### src/sftd_pkg.sv
`default_nettype none
package sftd_pkg;

	localparam logic [7:0] SyncFirst   = 8'hAA;
	localparam logic [7:0] SyncSecond  = 8'h55;
	localparam logic [7:0] SrcLeader   = 8'd2;
	localparam logic [7:0] SrcFollower = 8'd3;
	localparam logic [15:0] JointSkip  = 16'hFFFF;

	localparam int PacketBytes  = 28;
	localparam int PayloadBytes = 24;
	localparam int JointCount   = 6;
	localparam int WordCount    = 3;
	localparam int JointW       = 16;
	localparam int WordW        = 32;
	localparam int PosW         = 5;
	localparam int DataW        = JointCount * JointW + WordCount * WordW;

	localparam logic [PosW-1:0] SrcPos    = PosW'(2);
	localparam logic [PosW-1:0] HeaderPos = PosW'(4);
	localparam logic [PosW-1:0] LastPos   = PosW'(PacketBytes - 1);

	typedef struct packed {
		logic                        done;
		logic                        follower;
		logic [PayloadBytes*8-1:0]   payload;
	} frame_t;

endpackage
`default_nettype wire

### src/sftd_framer.sv
`default_nettype none
module sftd_framer (
	input  logic            clk,
	input  logic            arst_n,
	input  logic            go,
	input  logic [7:0]      rx_byte,
	output sftd_pkg::frame_t frame
);

	logic                      saw_q;
	logic                      inside_q;
	logic [sftd_pkg::PosW-1:0] pos_q;
	logic [7:0]                src_q;
	logic [7:0]                buf_q [sftd_pkg::PayloadBytes];
	logic                      is_last;

	assign is_last = inside_q && (pos_q == sftd_pkg::LastPos);

	always_ff @(posedge clk or negedge arst_n) begin
		if (!arst_n) begin
			saw_q    <= 1'b0;
			inside_q <= 1'b0;
			pos_q    <= '0;
		end else if (go) begin
			if (!inside_q) begin
				if (saw_q && rx_byte == sftd_pkg::SyncSecond) begin
					inside_q <= 1'b1;
					pos_q    <= sftd_pkg::SrcPos;
					saw_q    <= 1'b0;
				end else begin
					saw_q <= (rx_byte == sftd_pkg::SyncFirst);
				end
			end else if (is_last) begin
				inside_q <= 1'b0;
				pos_q    <= '0;
				saw_q    <= 1'b0;
			end else begin
				pos_q <= pos_q + 1'b1;
			end
		end
	end

	// sync bytes inside a packet are plain data
	always_ff @(posedge clk) begin
		if (go && inside_q) begin
			if (pos_q == sftd_pkg::SrcPos)
				src_q <= rx_byte;
			if (pos_q >= sftd_pkg::HeaderPos)
				buf_q[pos_q - sftd_pkg::HeaderPos] <= rx_byte;
		end
	end

	// last payload byte is taken straight from the input register
	always_comb begin
		for (int i = 0; i < sftd_pkg::PayloadBytes - 1; i++)
			frame.payload[i*8 +: 8] = buf_q[i];
		frame.payload[(sftd_pkg::PayloadBytes-1)*8 +: 8] = rx_byte;
		frame.follower = (src_q == sftd_pkg::SrcFollower);
		frame.done     = is_last &&
			(src_q == sftd_pkg::SrcLeader || src_q == sftd_pkg::SrcFollower);
	end

endmodule
`default_nettype wire

### src/sftd_store.sv
`default_nettype none
module sftd_store (
	input  logic                       clk,
	input  logic                       arst_n,
	input  logic                       load,
	input  sftd_pkg::frame_t           frame,
	output logic                       res_source,
	output logic [sftd_pkg::DataW-1:0] res_data
);

	localparam int WordBase = sftd_pkg::JointCount * sftd_pkg::JointW;

	logic [sftd_pkg::JointW-1:0] lead_q [sftd_pkg::JointCount];
	logic [sftd_pkg::JointW-1:0] fol_q  [sftd_pkg::JointCount];
	logic [sftd_pkg::WordW-1:0]  word_q [sftd_pkg::WordCount];
	logic [sftd_pkg::JointW-1:0] new_j  [sftd_pkg::JointCount];
	logic [sftd_pkg::JointW-1:0] fol_nx [sftd_pkg::JointCount];
	logic [sftd_pkg::WordW-1:0]  new_w  [sftd_pkg::WordCount];

	always_comb begin
		for (int i = 0; i < sftd_pkg::JointCount; i++) begin
			new_j[i]  = frame.payload[i*sftd_pkg::JointW +: sftd_pkg::JointW];
			// follower keeps a joint when the packet marks it as skipped
			fol_nx[i] = (new_j[i] == sftd_pkg::JointSkip) ? fol_q[i] : new_j[i];
		end
		for (int i = 0; i < sftd_pkg::WordCount; i++)
			new_w[i] = frame.payload[WordBase + i*sftd_pkg::WordW +: sftd_pkg::WordW];
	end

	always_ff @(posedge clk or negedge arst_n) begin
		if (!arst_n) begin
			for (int i = 0; i < sftd_pkg::JointCount; i++) begin
				lead_q[i] <= '0;
				fol_q[i]  <= '0;
			end
			for (int i = 0; i < sftd_pkg::WordCount; i++)
				word_q[i] <= '0;
		end else if (load) begin
			if (frame.follower) begin
				for (int i = 0; i < sftd_pkg::JointCount; i++)
					fol_q[i] <= fol_nx[i];
			end else begin
				for (int i = 0; i < sftd_pkg::JointCount; i++)
					lead_q[i] <= new_j[i];
				for (int i = 0; i < sftd_pkg::WordCount; i++)
					word_q[i] <= new_w[i];
			end
		end
	end

	always_ff @(posedge clk) begin
		if (load) begin
			res_source <= frame.follower;
			for (int i = 0; i < sftd_pkg::JointCount; i++)
				res_data[i*sftd_pkg::JointW +: sftd_pkg::JointW] <=
					frame.follower ? fol_nx[i] : new_j[i];
			for (int i = 0; i < sftd_pkg::WordCount; i++)
				res_data[WordBase + i*sftd_pkg::WordW +: sftd_pkg::WordW] <=
					frame.follower ? word_q[i] : new_w[i];
		end
	end

endmodule
`default_nettype wire

### src/sync_framed_telemetry_deframer.sv
// result: m_tvalid is registered and rises once the last byte of a leader or follower
// packet has passed the input register stage; other bytes give no result
// throughput: one byte per cycle, set by the single input register stage; the last
// byte of a leader or follower packet waits there while the previous result is untaken
// reset: arst_n clears the hunt state and all joint and position stores to zero
`default_nettype none
module sync_framed_telemetry_deframer (
	input  logic                       clk,
	input  logic                       arst_n,
	input  logic                       s_tvalid,
	output logic                       s_tready,
	input  logic [7:0]                 s_tdata,  // rx_byte
	output logic                       m_tvalid,
	input  logic                       m_tready,
	output logic [sftd_pkg::DataW-1:0] m_tdata,  // joint_0..joint_5, end_x_bits..end_z_bits
	output logic                       m_tuser   // 1 when source_code is the follower
);

	logic             valid_s1;
	logic [7:0]       byte_s1;
	logic             out_valid_q;
	logic             stall;
	logic             go;
	sftd_pkg::frame_t frame;

	assign stall    = valid_s1 && frame.done && out_valid_q;
	assign go       = valid_s1 && !stall;
	assign s_tready = !stall;
	assign m_tvalid = out_valid_q;

	always_ff @(posedge clk or negedge arst_n) begin
		if (!arst_n) begin
			valid_s1    <= 1'b0;
			out_valid_q <= 1'b0;
		end else begin
			if (s_tready)
				valid_s1 <= s_tvalid;
			if (go && frame.done)
				out_valid_q <= 1'b1;
			else if (m_tready)
				out_valid_q <= 1'b0;
		end
	end

	always_ff @(posedge clk) begin
		if (s_tvalid && s_tready)
			byte_s1 <= s_tdata;
	end

	sftd_framer u_framer (
		.clk     (clk),
		.arst_n  (arst_n),
		.go      (go),
		.rx_byte (byte_s1),
		.frame   (frame)
	);

	sftd_store u_store (
		.clk        (clk),
		.arst_n     (arst_n),
		.load       (go && frame.done),
		.frame      (frame),
		.res_source (m_tuser),
		.res_data   (m_tdata)
	);

endmodule
`default_nettype wire

### config.mk
export PLATFORM = sky130hd
export DESIGN_NAME = sync_framed_telemetry_deframer
export DESIGN_NICKNAME = d
export VERILOG_FILES = /design/src/sftd_pkg.sv /design/src/sftd_framer.sv /design/src/sftd_store.sv /design/src/sync_framed_telemetry_deframer.sv
export SDC_FILE = /design/constraint.sdc
export NUM_CORES = 1
export LEC_CHECK = 0
export ABC_AREA = 1
export BUFFER_PORTS_ARGS = -buffer_cell sky130_fd_sc_hd__buf_4
export CAP_MARGIN = 25
export CORE_MARGIN = 4
export CORE_UTILIZATION = 40
export CTS_CLUSTER_SIZE = 14
export DETAILED_ROUTE_END_ITERATION = 10
export PLACE_DENSITY = 0.54
export SLEW_MARGIN = 20
export SYNTH_ARGS = -nofsm -noshare
export SYNTH_HDL_FRONTEND = slang
export SYNTH_SLANG_ARGS = --single-unit
### constraint.sdc
create_clock -name clk -period 12.7 [get_ports clk]
set_input_delay 2.54 -clock clk [delete_from_list [all_inputs] [get_ports clk]]
set_output_delay 2.54 -clock clk [all_outputs]
set_load 0.01 [all_outputs]
* Yosys cells after proc, flatten, opt, wreduce, memory -nomap -nowiden
Memories as Yosys holds them, arrays and structs flattened.
Index checks and enable logic that the tools add are counted.
** Word-level totals
- Latch bits :: 0
- Memories :: 1
- RAM bits :: 192
- Logic and storage cells :: 83
- Flip-flop bits (word level) :: 410
- Bits in read-only memories :: 0
- Output and inout port bits :: 195
- Input port bits :: 12
** Memories
- u_framer.buf_q :: words 24, width 8, read ports 23, clocked after memory_dff 0, wr ports 1, RTL line sftd_framer.sv:14 : logic [7:0] buf_q [sftd_pkg::PayloadBytes];
** Operators by class
- Reductions and logical operators :: 18
- Bitwise logic cells :: 1
- Div/mod/pow operators :: 0
- Magnitude comparators :: 1
- Mux-type cells :: 29
- Multipliers :: 0
- Shift-type cells :: 0
- $add $sub $neg :: 2
- Equal/unequal tests :: 13
** Operator list (count)
- 16-bit two-way mux :: 12
- 16-bit == test, second input constant :: 6
- 32-bit two-way mux :: 3
- 8-bit by 2-bit == test with 1-bit output, second input constant :: 2
- 5-bit two-way mux :: 3
- 1-bit two-way mux :: 11
- 2-bit AND reduction :: 5
- 1-bit logical AND :: 9
- 8-bit by 7-bit == test with 1-bit output, second input constant :: 1
- 8-bit == test, second input constant :: 1
- 5-bit by 1-bit adder with 5-bit output, second input constant :: 1
- 5-bit by 2-bit == test with 1-bit output, second input constant :: 1
- 5-bit == test, second input constant :: 1
- 5-bit by 3-bit >= comparator with 1-bit output, second input constant :: 1
- 5-bit by 3-bit subtractor with 5-bit output, second input constant :: 1
- 2-bit nonzero test :: 2
- 2-bit != test, second input constant :: 1
- 1-bit zero test :: 1
- 1-bit logical OR :: 1
- 1-bit NOT :: 1

* Logic depth before layout (Yosys ltp)
Gate-level depths: netlist (run 1).
- Depth in word-level cells :: 10
- Depth in mapped cells :: 12
- Gate-level depth less buffers :: 9

* By module
Synthesis (run 1) repeated with hierarchy kept, for this count alone.
** Unflattened totals
- Cells, all modules :: 2071
- Area, all modules :: 23441.2 µm²
** Modules (own cells, without submodules)
- sftd_store :: times used 1, cells each 1722, area an instance 16388.2 µm²
- sftd_framer :: times used 1, cells each 328, area an instance 6710.2 µm²
- sync_framed_telemetry_deframer :: times used 1, cells each 21, area an instance 342.8 µm²

* Least setup slack after synthesis (run 1)
OpenSTA, ideal clock, no wires.
- Kind :: reg2reg
- Start :: register u_framer.pos_q[2] (netlist name)
- End :: register u_store.word_q[25] (netlist name)
- Data arrival time :: 4.944 ns
- Setup time :: 0.118 ns
- Stages on the path, launching flop included :: 13
- Buffers on the path :: 3
- Setup slack :: 7.638 ns
- Cells stage by stage :: dfrtp_1 -> clkbuf_1 -> inv_1 -> ha_1 -> nand3_2 -> nor2_4 -> nand3_1 -> nor2_4 -> nand2_2 -> buf_6 -> buf_2 -> nand2_1 -> nand2_1
** Between the ends
- Word-level cells in the longest chain between the ends :: 9
** Ends and longest elaborated chain
- from (decl) :: RTL line sftd_framer.sv:12 : logic [sftd_pkg::PosW-1:0] pos_q;
- from (signal assigned) :: RTL line sftd_framer.sv:28 : pos_q <= sftd_pkg::SrcPos;
- from (signal assigned) :: RTL line sftd_framer.sv:38 : pos_q <= pos_q + 1'b1;
- 5-bit == test * :: RTL line sftd_framer.sv:17 : assign is_last = inside_q && (pos_q == sftd_pkg::LastPos);
- 1-bit logical AND * :: RTL line sftd_framer.sv:17
- 1-bit logical AND * :: RTL line sftd_framer.sv:59 : frame.done = is_last &&
- 1-bit logical AND (2 in a row) :: RTL line sync_framed_telemetry_deframer.sv:26 : assign stall = valid_s1 && frame.done && out_valid_q;
- 1-bit zero test :: RTL line sync_framed_telemetry_deframer.sv:27 : assign go = valid_s1 && !stall;
- 1-bit logical AND :: RTL line sync_framed_telemetry_deframer.sv:27
- 1-bit logical AND * :: RTL line sync_framed_telemetry_deframer.sv:61 : .load (go && frame.done),
- via u_store.load :: RTL line sftd_store.sv:5 : input logic load,
- 2-bit AND reduction (no source line) *
- to (signal, indexed assignment) :: RTL line sftd_store.sv:46 : word_q[i] <= new_w[i];
- to (decl) :: RTL line sftd_store.sv:15 : logic [sftd_pkg::WordW-1:0] word_q [sftd_pkg::WordCount];
The timed path passes the listed nets; every way through them passes the cells marked *.
A chain may end at the register's enable or synchronous reset.

* Worst setup path in the final report (run 1)
- Start :: register u_framer.pos_q[2] (netlist name)
- End :: output port s_tready
** Between the ends
- Word-level cells in the longest chain between the ends :: 6
** Ends and longest elaborated chain
- 5-bit == test :: RTL line sftd_framer.sv:17
- 1-bit logical AND :: RTL line sftd_framer.sv:17
- 1-bit logical AND :: RTL line sftd_framer.sv:59
- 1-bit logical AND (2 in a row) :: RTL line sync_framed_telemetry_deframer.sv:26
- 1-bit zero test :: RTL line sync_framed_telemetry_deframer.sv:28 : assign s_tready = !stall;
- to (decl) :: RTL line sync_framed_telemetry_deframer.sv:11 : output logic s_tready,
Every way passes these cells.

==> results of run 1 <==
how the worst max path moves through the flow:
stage	startpoint	to	slack [ns]	depth (start not counted)
global placement	arst_n	u_store.fol_q[1]$_DFFE_PN0P_	8.63	2
CTS	u_framer.pos_q[2]$_DFFE_PN0P_	s_tready	7.92	6
detailed placement	arst_n	u_store.word_q[27]$_DFFE_PN0P_	8.60	2
floorplan	u_framer.pos_q[2]$_DFFE_PN0P_	u_store.word_q[25]$_DFFE_PN0P_	7.64	12
finish	u_framer.pos_q[2]$_DFFE_PN0P_	s_tready	7.95	6
global route	u_framer.pos_q[2]$_DFFE_PN0P_	s_tready	7.83	6
worst max-delay path, cell delays in order, from the launching register on:
cell and delay (ns):
dfrtp_1 0.48, inv_1 0.22, ha_1 0.20, nand3_2 0.12, nor2_4 0.15, nand4_1 0.18, buf_4 0.21
stage by stage:
stage	hold WS [ns]	setup slack (ns)	utilization, %	cells	area (um^2)
finish	0.469	7.95	47.7	3360	28200
CTS	0.473	7.92	47.6	3358	28100
global route	0.481	7.83	47.7	3360	28200
floorplan	0.442	7.64	-	2346	24000
detailed placement	0.458	8.60	44.4	3245	26200
global placement	0.453	8.63	44.3	3243	26200
power by group:
group          internal [W]  switching, W  leakage [nW]
clock              0.000983      0.000751         0.955
combinational    0.00000563     0.0000367          5.21
sequential          0.00206    0.00000226          6.35
total               0.00305      0.000790          12.5
final cells by class:
class                   instances  area, um^2
inverters                      80         305
well taps                     773         967
clock inverters                43         349
flip-flops and latches        594       16800
multi-input cells            1564        6330
clock buffers                  70        1570
fillers                      5371       30900
repair buffers                236        1850
per-layer routing:
metal	vias to the layer above	routed length [um]	GRT usage, %
met5	-	0	0
met4	0	1110	4.27
met3	71	2740	3.01
met2	390	28100	29.8
met1	7957	27300	25.9
li1	7939	-	-
logic make-up (layout without fill, tap and decap cells):
kind of cell,after synthesis,in the layout
fa+ha+maj,9,9
simple gates,1426,1426
compound gates,126,126
buf+inv,188,429
flops,594,594
xor+xnor,3,3
cells in the mapped netlist, drive strengths merged:
cell / n
nand2: 1301
edfxtp: 393
dfrtp: 201
o21ai: 83
inv: 80
nor2: 71
clkbuf: 56
buf: 52
a21oi: 25
nor3: 15
a31oi: 14
nand4: 14
nand3b: 13
nand3: 11
ha: 9
a21boi: 4
xor2: 2
or2: 1
xnor2: 1
sequential cells by signal (all words and copies together), names as in the netlist:
register / cells
m_tvalid: 1
u_framer.src_q: 8
u_framer.inside_q: 1
valid_s1: 1
u_framer.buf_q: 184
u_framer.saw_q: 1
u_store.res_data: 192
u_framer.pos_q: 5
u_store.fol_q: 96
u_store.word_q: 96
u_store.res_source: 1
byte_s1: 8
placed cells by master, fill, tap and decap left out, drive strengths merged:
cell,Yosys,layout
nand2,1301,1301
nor3,15,15
inv,80,81
o21ai,83,83
nand4,14,14
clkinv,0,34
xor2,2,2
a21oi,25,25
nor2,71,71
a31oi,14,14
xnor2,1,1
nand3,11,11
or2,1,1
ha,9,9
clkbuf,56,70
nand3b,13,13
dfrtp,201,201
buf,52,236
a21boi,4,4
edfxtp,393,393
bufinv,0,5
clkinvlp,0,3
==> results.yml, run 1 <==
worst_setup_path:
  crit_path_end_kind: "primary output"
  worstPathRequired_ns: 10.16
  critical_path_class: "register to primary output"
  reg2reg_from: "u_framer.pos_q[2]$_DFFE_PN0P_"
  r2r-end: "u_framer.buf_q[6][6]$_DFFE_PP_"
  r2r_cells: 8
  cp_max_fo: 9
  reg2reg_slack_ns: 9.34
  crit_arrival_ns: 2.21
  start_kind: "register"
synth:
  synthMuxAreaShare_pct: 0
  ys_ff_latch: 594
  synth_top_area_share_pct: 49.2
  yosys.area_share.adder_pct: 0.470
  synth_xor_area_share_pct: 0.110
  yosys.area_share.simple_pct: 23.0
  seq_area_frac_synth_pct: 70.2
  synth.area.top_cells: "edfxtp_1, dfrtp_1, nand2_1"
  synth_top_cell_by_area: "edfxtp_1"
  synth.avg_cell_area_um2: 10.2
  synth.net_count: 2367
  synth_top_family_by_area: "simple AND/OR/NAND/NOR gates"
  syn_inst: 2346
  yosysUniqueCellTypes: 27
  yosysWarnings: 0
  synth_compound_area_share_pct: 2.75
  syn_area_um2: 24000
detailed_routing:
  drt_iter0_drc: 1374
  wl_um: 59200
  drtAntennaViolNets: 0
  route.detailed.wl_per_inst_um: 17.6
  first_pass_iters: 5
  viasPerCell: 4.87
  drc: 0
  vias: 16357
die:
  die_w_um: 253
  start_util_pct: 40.5
  fp.dieH_um: 253
  rows: 89
  io_pins: 207
  core_area_um2: 59100
  dieArea_um2: 63900
placed_design:
  port-buffer-count: 206
  dp_hpwl_um: 34300
  gp_congestion: 0.809
global_route:
  grt_pass1_wl_um: 91300
  grt_start_max_net_pins: 119
  grt_overflow: 0
  grt_pass1_vias: 15694
  antenna_found_initial: 0
  grt_use_total_pct: 18.2
sta:
  hold_viol: 0
  final.setup.tns_ns: 0
  rsz0062_at_grt: "no"
  post-route-min-period_ns: 4.75
  worst_slew_pin_slew_ns: 1.09
  setup_viol: 0
  post-route-period-util_pct: 37.4
  finalMaxSlewViolations: 0
  clock_skew_ns: 0.0237
  relSlewSlack_pct: 27.5
  max_freq_ghz: 0.211
cells_and_area:
  antenna_cells: 0
  drive_above_1_share_pct: 13.3
  area_delta_synth_final_pct: 17.6
  fin_nets: 2557
worst_hold_path:
  hp-start: "u_store.fol_q[87]$_DFFE_PN0P_"
  whs_path_depth: 2
  min_to: "u_store.fol_q[87]$_DFFE_PN0P_"
  worstHoldPathType: "register to register"
clock_tree:
  clock-sinks: 594
  cts_resized: 0
  root_buffer: "clkbuf_16"
  cts_buffers: 60
  cts-hold-fix-buffers: 0
  clockBufferDepth: 3
  clk_pin_slew_ns: 0.06
  h-tree-depth: 2
  clkLatencyLatePin_ns: 0.62
  tritoncts: "built"
  post_cts_buffers: 0
run:
  max-cap-violations: 0
power:
  peakVddDrop_uv: 94.8
  cellPowerDensity_nw_per_um2: 136
  p_total_w: 0.00384
  leakage_nw: 12.5
outcome:
  outcome: "finished, final reports clean"
Power figures use the tool's default switching activity.
==> inputs of run 2 (changes only) <==
--- a/config.mk
+++ b/config.mk
@@ -12,7 +12,7 @@
 export CORE_UTILIZATION = 40
 export CTS_CLUSTER_SIZE = 14
 export DETAILED_ROUTE_END_ITERATION = 10
-export PLACE_DENSITY = 0.54
+export PLACE_DENSITY = 0.56
 export SLEW_MARGIN = 20
 export SYNTH_ARGS = -nofsm -noshare
 export SYNTH_HDL_FRONTEND = slang
==> constraint.sdc (replaced) <==
create_clock -name clk -period 4.1 [get_ports clk]
set_input_delay 0.82 -clock clk [delete_from_list [all_inputs] [get_ports clk]]
set_output_delay 0.82 -clock clk [all_outputs]
set_load 0.01 [all_outputs]
==> run 2 against run 1 <==
Compared with the run above: hold slack lost 0.24 ns; count of clock-buffer cells in the layout grew 7; first-iteration DRC count grew 6.8%; critical endpoint is now u_store.word_q[78]$_DFFE_PN0P_.
==> results.yml, run 2 (synthesis results as in run 1) <==
power:
  peakVddDrop_uv: 290
  cellPowerDensity_nw_per_um2: 435
  leakage_nw: 12.6
worst_setup_path:
  crit_buf_inv: 2
  critPathTopFamily: "simple AND/OR/NAND/NOR gates"
  crit_arrival_ns: 3.65
  start_kind: "register"
  r2r_cells: 10
  crit_path_end_kind: "register"
  cp_max_fo: 64
  crit_chain: "ha_1 -> nand3_4 -> nor2_4 -> nand3_2 -> nor2_4 -> buf_4 -> nand2_4 -> buf_4 -> nand2_1 -> nand2_1"
  reg2reg_slack_ns: 0.95
  slowest_stage: "nand2_4"
  r2r-end: "u_store.word_q[78]$_DFFE_PN0P_"
  critical_path_class: "register to register"
  worstPathRequired_ns: 4.60
  slowest_delay_ns: 0.47
  reg2reg_from: "u_framer.pos_q[0]$_DFFE_PN0P_"
placed_design:
  postPlaceCellArea_um2: 26300
  gp_congestion: 0.812
  dpl.cell_count: 3251
  dp_hpwl_um: 35900
  port-buffer-count: 206
  pre_cts_ws_ns: 0.980
cells_and_area:
  nFillCells: 5300
  antenna_cells: 0
  mostFrequentLayoutCell: "nand2_1"
  area_delta_synth_final_pct: 18.8
  final_cell_mix: "nand2_1, edfxtp_1, buf_4, dfrtp_1, o21ai_0"
  finalInstanceArea_um2: 28500
  fin_nets: 2562
  largest_reg_flops: 192
  regMostFlops: "u_store.res_data"
  reg.largest.list: "u_store.res_data: 192 flops, u_framer.buf_q: 184 flops"
  fin_cells: 3366
  drive_above_1_share_pct: 13.4
global_route:
  antenna_found_initial: 2
  grt_pass1_vias: 15608
  grt_start_max_net_pins: 171
  grt_pass1_wl_um: 91700
  grt_overflow: 0
  grt_use_total_pct: 18.3
clock_tree:
  root_buffer: "clkbuf_16"
  clk_pin_slew_ns: 0.06
  post_cts_buffers: 0
  clockBufferDepth: 3
  tritoncts: "built"
  h-tree-depth: 2
  clock-sinks: 594
  clkLatencyLatePin_ns: 0.62
  cts_resized: 0
  cts_buffers: 60
  cts-hold-fix-buffers: 0
detailed_routing:
  wl_um: 59700
  met1Wirelength_um: 27000
  vias: 16467
  drtAntennaViolNets: 0
  route.detailed.wl_per_inst_um: 17.7
  route.met3.wl_um: 2920
  viasPerCell: 4.89
  routed-wl-met2_um: 28300
  drc: 0
  drt_iter0_drc: 1468
  first_pass_iters: 5
  top_layer_used: "met4"
sta:
  clock_skew_ns: 0.0160
  finalMaxSlewViolations: 0
  max_freq_ghz: 0.317
  setup_ws_ns: 0.949
  hold_viol: 0
  whs_ns: 0.229
  final.setup.tns_ns: 0
  rsz0062_at_grt: "no"
  relSlewSlack_pct: 16.6
  post-route-min-period_ns: 3.15
  setup_viol: 0
  worst_slew_pin_slew_ns: 1.25
  post-route-period-util_pct: 76.9
die:
  fp.dieH_um: 253
  start_util_pct: 40.5
  io_pins: 207
  rows: 89
  die_w_um: 253
  core_area_um2: 59100
  dieArea_um2: 63900
outcome:
  outcome: "finished, final reports clean"
run:
  max-cap-violations: 0
worst_hold_path:
  worstHoldPathType: "primary input to asynchronous set/reset pin"
run 2: cell count changes in the layout (fill, tap and decap cells not counted), moves of 2 or more:
cell and delta:
buf_12 +3, buf_16 -2, buf_4 +4, bufinv_16 +8, clkbuf_1 +8, clkinv_1 -4, clkinv_2 -11
run 2: area by class of cell:
| cell class | instances | area, um^2 | share of cell area [%] |
|---|---|---|---|
| Tap cell | 773 | 967 | 3.40 |
| Clock buffer | 77 | 1600 | 5.61 |
| Multi-Input combinational cell | 1564 | 6360 | 22.3 |
| Timing Repair Buffer | 241 | 1890 | 6.62 |
| Clock inverter | 37 | 520 | 1.83 |
| Sequential cell | 594 | 16800 | 59.1 |
| Inverter | 80 | 313 | 1.10 |
run 2: routing by layer:
layer / GRT usage (%) / vias to the layer above
met5: 0 / -
met2: 29.4 / 448
met1: 26.2 / 7988
li1: - / 7947
met3: 2.54 / 84
met4: 5.64 / 0
run 2: report_power, final:
group	leakage, nW	switching [W]	internal (W)
clock	1.03	0.00230	0.00357
sequential	6.35	0.0000182	0.00638
combinational	5.23	0.000100	0.0000191
total	12.6	0.00242	0.00996
run 2: how the worst max path moves through the flow:
stage                     slack, ns                        endpoint                           from  cells after the start
after detailed placement       0.98  u_store.word_q[78]$_DFFE_PN0P_  u_framer.pos_q[0]$_DFFE_PN0P_                     10
after global routing           0.73  u_store.word_q[87]$_DFFE_PN0P_  u_framer.pos_q[0]$_DFFE_PN0P_                     10
after floorplan               -0.77    u_store.fol_q[0]$_DFFE_PN0P_  u_framer.pos_q[2]$_DFFE_PN0P_                     12
after global placement         1.10  u_store.word_q[78]$_DFFE_PN0P_  u_framer.pos_q[0]$_DFFE_PN0P_                     10
after CTS                      0.96  u_store.word_q[53]$_DFFE_PN0P_  u_framer.pos_q[0]$_DFFE_PN0P_                     10
final                          0.95  u_store.word_q[78]$_DFFE_PN0P_  u_framer.pos_q[0]$_DFFE_PN0P_                     10
run 2: per-stage QoR:
step                      total power, W  util (%)
final                             0.0124      48.2
after global routing              0.0128      48.2
after CTS                         0.0125      48.1
after detailed placement         0.00664      44.5
after global placement           0.00664      44.5
after floorplan                  0.00653         -
==> inputs of run 3 (changes only) <==
--- a/config.mk
+++ b/config.mk
@@ -12,7 +12,7 @@
 export CORE_UTILIZATION = 40
 export CTS_CLUSTER_SIZE = 14
 export DETAILED_ROUTE_END_ITERATION = 10
-export PLACE_DENSITY = 0.56
+export PLACE_DENSITY = 0.54
 export SLEW_MARGIN = 20
 export SYNTH_ARGS = -nofsm -noshare
 export SYNTH_HDL_FRONTEND = slang
==> constraint.sdc (replaced) <==
create_clock -name clk -period 2.9 [get_ports clk]
set_input_delay 0.58 -clock clk [delete_from_list [all_inputs] [get_ports clk]]
set_output_delay 0.58 -clock clk [all_outputs]
set_load 0.01 [all_outputs]
==> run 3 against run 2 <==
Compared with the run above: non-clock buffer count rose by 27; setup slack got worse by 0.69 ns; count of clock-buffer cells in the layout rose by 4; sequential power rose by 41%; clock skew rose by 0.018 ns; cell area rose by 1.1%.
==> results.yml, run 3 (synthesis results as in run 1) <==
outcome:
  outcome: "finished, final reports clean"
worst_setup_path:
  start_kind: "register"
  crit_arrival_ns: 2.06
  crit_buf_inv: 2
  critical_path_class: "register to primary output"
  r2r_cells: 7
  slowest_delay_ns: 0.44
  cp_max_fo: 7
  crit_path_end_kind: "primary output"
  reg2reg_slack_ns: 0.29
  reg2reg_from: "u_framer.pos_q[3]$_DFFE_PN0P_"
  slowest_stage: "dfrtp_1"
  worstPathRequired_ns: 2.32
  crit_chain: "inv_8 -> ha_4 -> nand3_4 -> nor2_4 -> nand4_1 -> buf_4"
  critPathTopFamily: "simple AND/OR/NAND/NOR gates"
  r2r-end: "u_framer.buf_q[0][3]$_DFFE_PP_"
global_route:
  grt_overflow: 0
  grt_pass1_wl_um: 93000
  antenna_found_initial: 2
  use_met3_pct: 2.66
  grt_use_total_pct: 18.6
  grt_busiest_layer: "met2"
  use_met2_pct: 29.6
  grt_start_max_net_pins: 97
  grt_pass1_vias: 15945
  grtUsageMet1_pct: 26.6
detailed_routing:
  vias: 16535
  drc: 0
  first_pass_iters: 5
  wl_um: 59900
  route.detailed.wl_per_inst_um: 17.6
  drtAntennaViolNets: 0
  drt_iter0_drc: 1213
  viasPerCell: 4.87
power:
  cellPowerDensity_nw_per_um2: 606
  leakage_nw: 12.8
  peakVddDrop_uv: 467
die:
  fp.dieH_um: 253
  io_pins: 207
  dieArea_um2: 63900
  start_util_pct: 40.5
  die_w_um: 253
  core_area_um2: 59100
  rows: 89
sta:
  max_freq_ghz: 0.379
  relSlewSlack_pct: 34.5
  worst_slew_pin_slew_ns: 0.982
  rsz0062_at_grt: "no"
  finalMaxSlewViolations: 0
  clock_skew_ns: 0.0336
  setup_viol: 0
  post-route-min-period_ns: 2.64
  final.setup.tns_ns: 0
  hold_viol: 0
  post-route-period-util_pct: 91.1
placed_design:
  gp_congestion: 0.815
  port-buffer-count: 206
  dp_hpwl_um: 36900
  postPlaceCellArea_um2: 26700
cells_and_area:
  fin_nets: 2589
  mostFrequentLayoutCell: "nand2_1"
  regMostFlops: "u_store.res_data"
  area_delta_synth_final_pct: 20.0
  largest_reg_flops: 192
  final_cell_mix: "nand2_1, edfxtp_1, buf_4, dfrtp_1, o21ai_0"
  reg.largest.list: "u_store.res_data: 192 flops, u_framer.buf_q: 184 flops"
  finalInstanceArea_um2: 28800
  drive_above_1_share_pct: 14.4
clock_tree:
  clk_pin_slew_ns: 0.07
  root_buffer: "clkbuf_16"
  tritoncts: "built"
  h-tree-depth: 2
  clockBufferDepth: 3
  clock-sinks: 594
  cts_buffers: 60
  clkLatencyLatePin_ns: 0.63
worst_hold_path:
  hp-start: "s_tdata[0]"
  worstHoldPathType: "primary input to register"
  whs_path_depth: 1
  min_to: "byte_s1[0]$_DFFE_PP_"
run:
  max-cap-violations: 0
## run 3: changes by cell type in the layout (fill, tap and decap cells not counted), moves of 3 or more
cell       before  now
clkbuf_1       15   12
clkbuf_8        2    8
buf_4         235  252
buf_12          4   14
bufinv_16      13   10
## run 3: repair_timing
action	4_1_cts	5_1_grt
hold buffers	1	0
resized for setup	0	0
buffers inserted	0	0
endpoints found under the hold margin	62	0
## run 3: how the worst max path moves through the flow
stage,startpoint,end,slack (ns),cells past startpoint
4_1_cts,u_framer.pos_q[2]$_DFFE_PN0P_,s_tready,0.26,6
3_3_place_gp,u_framer.pos_q[3]$_DFFE_PN0P_,u_framer.buf_q[6][7]$_DFFE_PP_,0.42,7
3_5_place_dp,u_framer.pos_q[3]$_DFFE_PN0P_,u_framer.buf_q[0][0]$_DFFE_PP_,0.32,7
6_report,u_framer.pos_q[2]$_DFFE_PN0P_,s_tready,0.26,6
5_1_grt,u_framer.pos_q[3]$_DFFE_PN0P_,u_framer.buf_q[0][7]$_DFFE_PP_,0.11,7
2_1_floorplan,u_framer.pos_q[2]$_DFFE_PN0P_,u_store.fol_q[0]$_DFFE_PN0P_,-1.97,12
## run 3: power breakdown
group	internal, W	total [W]	switching (W)
Combinational	0.0000359	0.000192	0.000156
Clock	0.00495	0.00823	0.00328
Sequential	0.00901	0.00903	0.0000179
## run 3: metrics by stage
| stage | cells | setup slack, ns | utilization (%) | total power (W) | hold slack, ns |
|---|---|---|---|---|---|
| after floorplan | 2346 | -1.97 | - | 0.00923 | 0.284 |
| after global placement | 3278 | 0.422 | 45.1 | 0.00940 | 0.450 |
| after detailed placement | 3278 | 0.320 | 45.1 | 0.00940 | 0.457 |
| after CTS | 3392 | 0.264 | 48.7 | 0.0177 | 0.0834 |
| after global routing | 3392 | 0.113 | 48.7 | 0.0180 | 0.0927 |
| final | 3393 | 0.260 | 48.7 | 0.0175 | 0.122 |
## run 3: layout make-up
| type | count | area, um^2 |
|---|---|---|
| clock buffers | 81 | 1680 |
| diodes | 1 | 2.50 |
| multi-input cells | 1564 | 6350 |
| fillers | 5281 | 30400 |
| well taps | 773 | 967 |
| repair buffers | 268 | 2200 |
| inverters | 80 | 313 |
| flip-flops and latches | 594 | 16800 |
| clock inverters | 32 | 432 |
## run 3: routing by layer
| layer | vias up | share of wire, % | wire length (um) |
|---|---|---|---|
| li1 | 8006 | - | - |
| met1 | 7996 | 45 | 27100 |
| met2 | 446 | 47 | 28200 |
| met3 | 87 | 5.1 | 3040 |
| met4 | 0 | 2.6 | 1590 |
| met5 | - | 0 | 0 |
## run 3: worst register-to-register path, cell delays in order, from the launching register on
cell,delay [ns]
dfrtp_1,0.43
inv_1,0.14
ha_1,0.21
xnor2_1,0.27
nand2_1,0.13
nor2_1,0.41
nand2_1,0.11
nor2_1,0.52
